[src/design/ambd_ram.sv]
`timescale 1ns / 1ps

module ambd_ram #(
    parameter int WIDTH = 8,
    parameter int DEPTH = 256
) (
    input  logic                     i_clk,
    input  logic                     i_we,
    input  logic [$clog2(DEPTH)-1:0] i_addr,
    input  logic [WIDTH-1:0]         i_wdata,
    output logic [WIDTH-1:0]         o_rdata
);

    logic [WIDTH-1:0] r_mem [DEPTH];
    logic [WIDTH-1:0] r_rdata;

    always_ff @(posedge i_clk) begin
        if (i_we) begin
            r_mem[i_addr] <= i_wdata;
        end
        r_rdata <= r_mem[i_addr];
    end

    assign o_rdata = r_rdata;

endmodule

[config.mk]
export PLATFORM = sky130hd
export DESIGN_NAME = ambd_ram
export DESIGN_NICKNAME = d
export VERILOG_FILES = /design/src/design/ambd_ram.sv
export SDC_FILE = /design/constraint.sdc
export NUM_CORES = 2
export LEC_CHECK = 0
export BUFFER_PORTS_ARGS = -buffer_cell sky130_fd_sc_hd__buf_2
export CAP_MARGIN = 10
export CELL_PAD_IN_SITES_DETAIL_PLACEMENT = 0
export CELL_PAD_IN_SITES_GLOBAL_PLACEMENT = 1
export CORE_MARGIN = 3
export CORE_UTILIZATION = 30
export CTS_CLUSTER_SIZE = 14
export DETAILED_ROUTE_END_ITERATION = 7
export PLACE_DENSITY = 0.44
export SYNTH_ARGS = -nofsm -noshare
export SYNTH_HDL_FRONTEND = slang
export SYNTH_SLANG_ARGS = --single-unit
[constraint.sdc]
create_clock -name i_clk -period 3.5 [get_ports i_clk]
set_clock_uncertainty 0.15 [all_clocks]
set_input_delay 0.35 -clock i_clk [delete_from_list [all_inputs] [get_ports i_clk]]
set_output_delay 0.35 -clock i_clk [all_outputs]
set_load 0.05 [all_outputs]
* Word level (Yosys, flattened, before mapping) *
Memory sizes are Yosys's and may differ from the RTL's. A register that Yosys moved wholly into a read port is not among the register bits.
Index checks and enable logic that the tools add are counted.

cells by class
  muxes and demuxes = 2

operator list
  operator          number
  2-to-1 mux 1 bit  2

word-level totals
  bits in registers = 0
  RAM bits = 2,048
  bits of input ports = 18
  memories kept = 1

memories
  name   words  width  rd ports  clocked after Yosys merged registers in  write ports  RTL line  text
  r_mem  256    8      1         1                                        1            14        logic [WIDTH-1:0] r_mem [DEPTH];

* Longest topological paths before layout *
  depth in word-level cells = 2
  depth in mapped cells = 10

* Least setup slack after synthesis *
OpenSTA, ideal clock, no wires.

  kind = input -> register
  start point = in i_addr[1]
  end point = mem r_mem[111][0] (enable)
  arrival time = 2.199 ns
  required time = 2.980 ns
  slack = 0.781 ns
  cell stages on the path = 9
  buffers on the path = 5
  cell sequence = buf_2 -> clkbuf_1 -> clkbuf_1 -> nand2_1 -> buf_2 -> nor2_1 -> nand2_1 -> clkbuf_1 -> nor2_1

RTL lines
  what             RTL line  text
  start, declared  9         input logic [$clog2(DEPTH)-1:0] i_addr,
  end, declared    14

No word-level cell before the write port.

==> metrics <==
outcome finished clean; Mapped Avg Cell Area ~22 sq um; MaxCap Viol Count 0; fin util 0.362; final hold violations 0; final WL between 200000 and 250000 um; Post-route DRC 0; RePlAce Congestion 0.749; largest net degree at the start of global routing 122; Core Box Area roughly 260000 sq um; static leakage slightly below 30 nW; Area Growth Syn to Fin 19.9%; Final Cell Area roughly 94000 sq um; ANT nets after route 0; Die Y-Extent ~520 um; Hold Crit Class in2reg; Synth Register Bits a little over 2000; initial core utilization 0.302; Post-Synthesis Cells approximately 3500; root buf cell clkbuf_16; setup violators final 0; clock network power share 0.434; Initial DRT Pass Iterations 7; clock buffer depth 3; Slew Limit Fails 0; CTS sink count approximately 2100; DRT iter0 DRCs 3561; Distinct cells, synth 22; Bufs and invs on worst path 1; Die Area roughly 270000 sq um; CTS-repair resized insts 0; Pwr Density roughly 560 nW/um^2; period utilisation layout 0.860; slowest cell delay on critical path around 900 ps; vias in the first global route ~40000; CP max FO 1; Post-Layout Cell Count about 7800; post-synthesis sequential area ratio 0.786; Avg WL per Cell 29.1 um; P_sw around 12 mW; critical path capture point type register; Slew @ Worst Pin approximately 1000 ps; fin nets just over 4000; overall routing resource usage 0.168; I/O pin total 26; Clock H-tree levels 4; CP max-delay cell o41ai_1; setup tns final 0 ps; Ys Warns 0; die width ~520 um; Peak VDD IR approximately 0.46 mV; fmax approximately 0.33 GHz; DP HPWL between 100000 and 150000 um; post-layout min period ~3000 ps; vias per cell ~4.9; IO buf count 25; share of layout cells above drive strength 1 0.325; routed via count roughly 38000; Worst Slack Setup Final 488 ps; DP Area between 80000 and 90000 sq um; CTS clk-pin slew, worst paths roughly 60 ps; CP Cell Sequence mux4_2 -> a22oi_1 -> a21oi_1 -> o41ai_1 -> buf_4 -> nand4_1; Comb power frac 0.050; Worst slew margin 0.304; Pint about 41 mW; worst-skew pair later-pin latency 870 ps; CP Class reg2reg; DP Cell Count between 7000 and 8000; Worst Path Required slightly above 4000 ps; Site Rows roughly 190; RSZ-0062 raised after global routing false; Flop pwr share 0.516; area of the mapped netlist 78500 sq um; Pwr Total between 50 and 60 mW; CTS tree done; GR Overflow Total 0; first-pass GRT wire length between 300000 and 400000 um; initial antenna violation count 16; Net Sw Frac 0.220; crit start category register; Worst path top cell family by delay compound AO/OA/AOI/OAI gates; Place WS -408 ps; Critical Path AT 3550 ps; Syn Nets 3565; FILL cells ~24000; CTS buffer count roughly 230; post-CTS setup buffer count 0; Hold Slack a little under 90 ps
## final cells by class
type / instances / area, sq um / share of cell area
flip-flops and latches: 2056 / 61700 / 0.655
multi-input cells: 1258 / 15800 / 0.168
clock buffers: 285 / 5930 / 0.0630
repair buffers: 566 / 5120 / 0.0545
well taps: 3496 / 4370 / 0.0465
clock inverters: 130 / 1190 / 0.0126
diodes: 6 / 15.0 / 0.000160
inverters: 1 / 3.75 / 0.0000399
## final timing paths
path         slack [ps]                 end                     from  cells past startpoint
min reg2reg         930  o_rdata[2]$_DFF_P_  r_mem[172][2]$_DFFE_PP_                      5
max                 490  o_rdata[7]$_DFF_P_   r_mem[15][7]$_DFFE_PP_                      6
max reg2reg         490  o_rdata[7]$_DFF_P_   r_mem[15][7]$_DFFE_PP_                      6
min                  90  o_rdata[6]$_DFF_P_                i_addr[7]                      6
## placed cells by master (no fill, tap or decap), drive strengths merged, types with 13 or more instances in the layout
cell and instances:
bufinv 14, a22oi 256, nor2 232, nand3 13, clkinv 107, buf 556
edfxtp 2048, nor3 30, mux4 512, nand2 28, a21oi 128, o41ai 32
clkbuf 285
## layer usage
metal	GRT usage	wire length, um	vias up
met1	0.234	101000	20800
met2	0.270	109000	844
met5	0	31	-
met4	0.0441	5660	4
met3	0.0312	11100	275
li1	-	-	16200
## synth_stat cells, drive strengths merged
cell,count,area [sq um]
edfxtp,2048,61500
mux4,512,11500
a22oi,256,1920
nor2,232,871
clkbuf,145,544
a21oi,128,641
buf,87,552
o41ai,32,280
nor3,30,150
nand2,28,105
nand3,13,65.1
dfxtp,8,160
nand4,8,50.1
nor2b,7,43.8
nand2b,6,37.5
and2,3,18.8
or2,2,12.5
inv,1,3.75
or3,1,6.26
## cell families after synthesis
group / Yosys count / synth area share
AO/OA/AOI/OAI: 416 / 0.0362
buffers and inverters: 233 / 0.0140
flip-flops: 2056 / 0.786
multiplexers: 512 / 0.147
AND/OR/NAND/NOR: 330 / 0.0173
## repair_timing
action,CTS,global route
hold buffers,10,0
endpoints found under the hold margin,607,0
setup endpoints to repair,0,0
## power groups by stage
stage          combinational, mW  clock (mW)  sequential, mW
3_5_place_dp                2.74           0            27.7
2_1_floorplan               1.21           0            27.7
3_3_place_gp                2.73           0            27.7
6_report                    2.66        22.9            27.2
5_1_grt                     2.85        24.6            27.2
4_1_cts                     2.75        23.6            27.2
## flip-flops by register name, indices dropped and copies added, names as in the netlist
name	count
o_rdata	8
r_mem	2048
## worst register-to-register path, cell delays in order, from the launching register on
cell	delay, ps
edfxtp_1	360
mux4_2	460
a22oi_1	410
a21oi_1	200
o41ai_1	900
buf_4	270
nand4_1	90
Note: power is estimated with default switching activity, not from simulation.
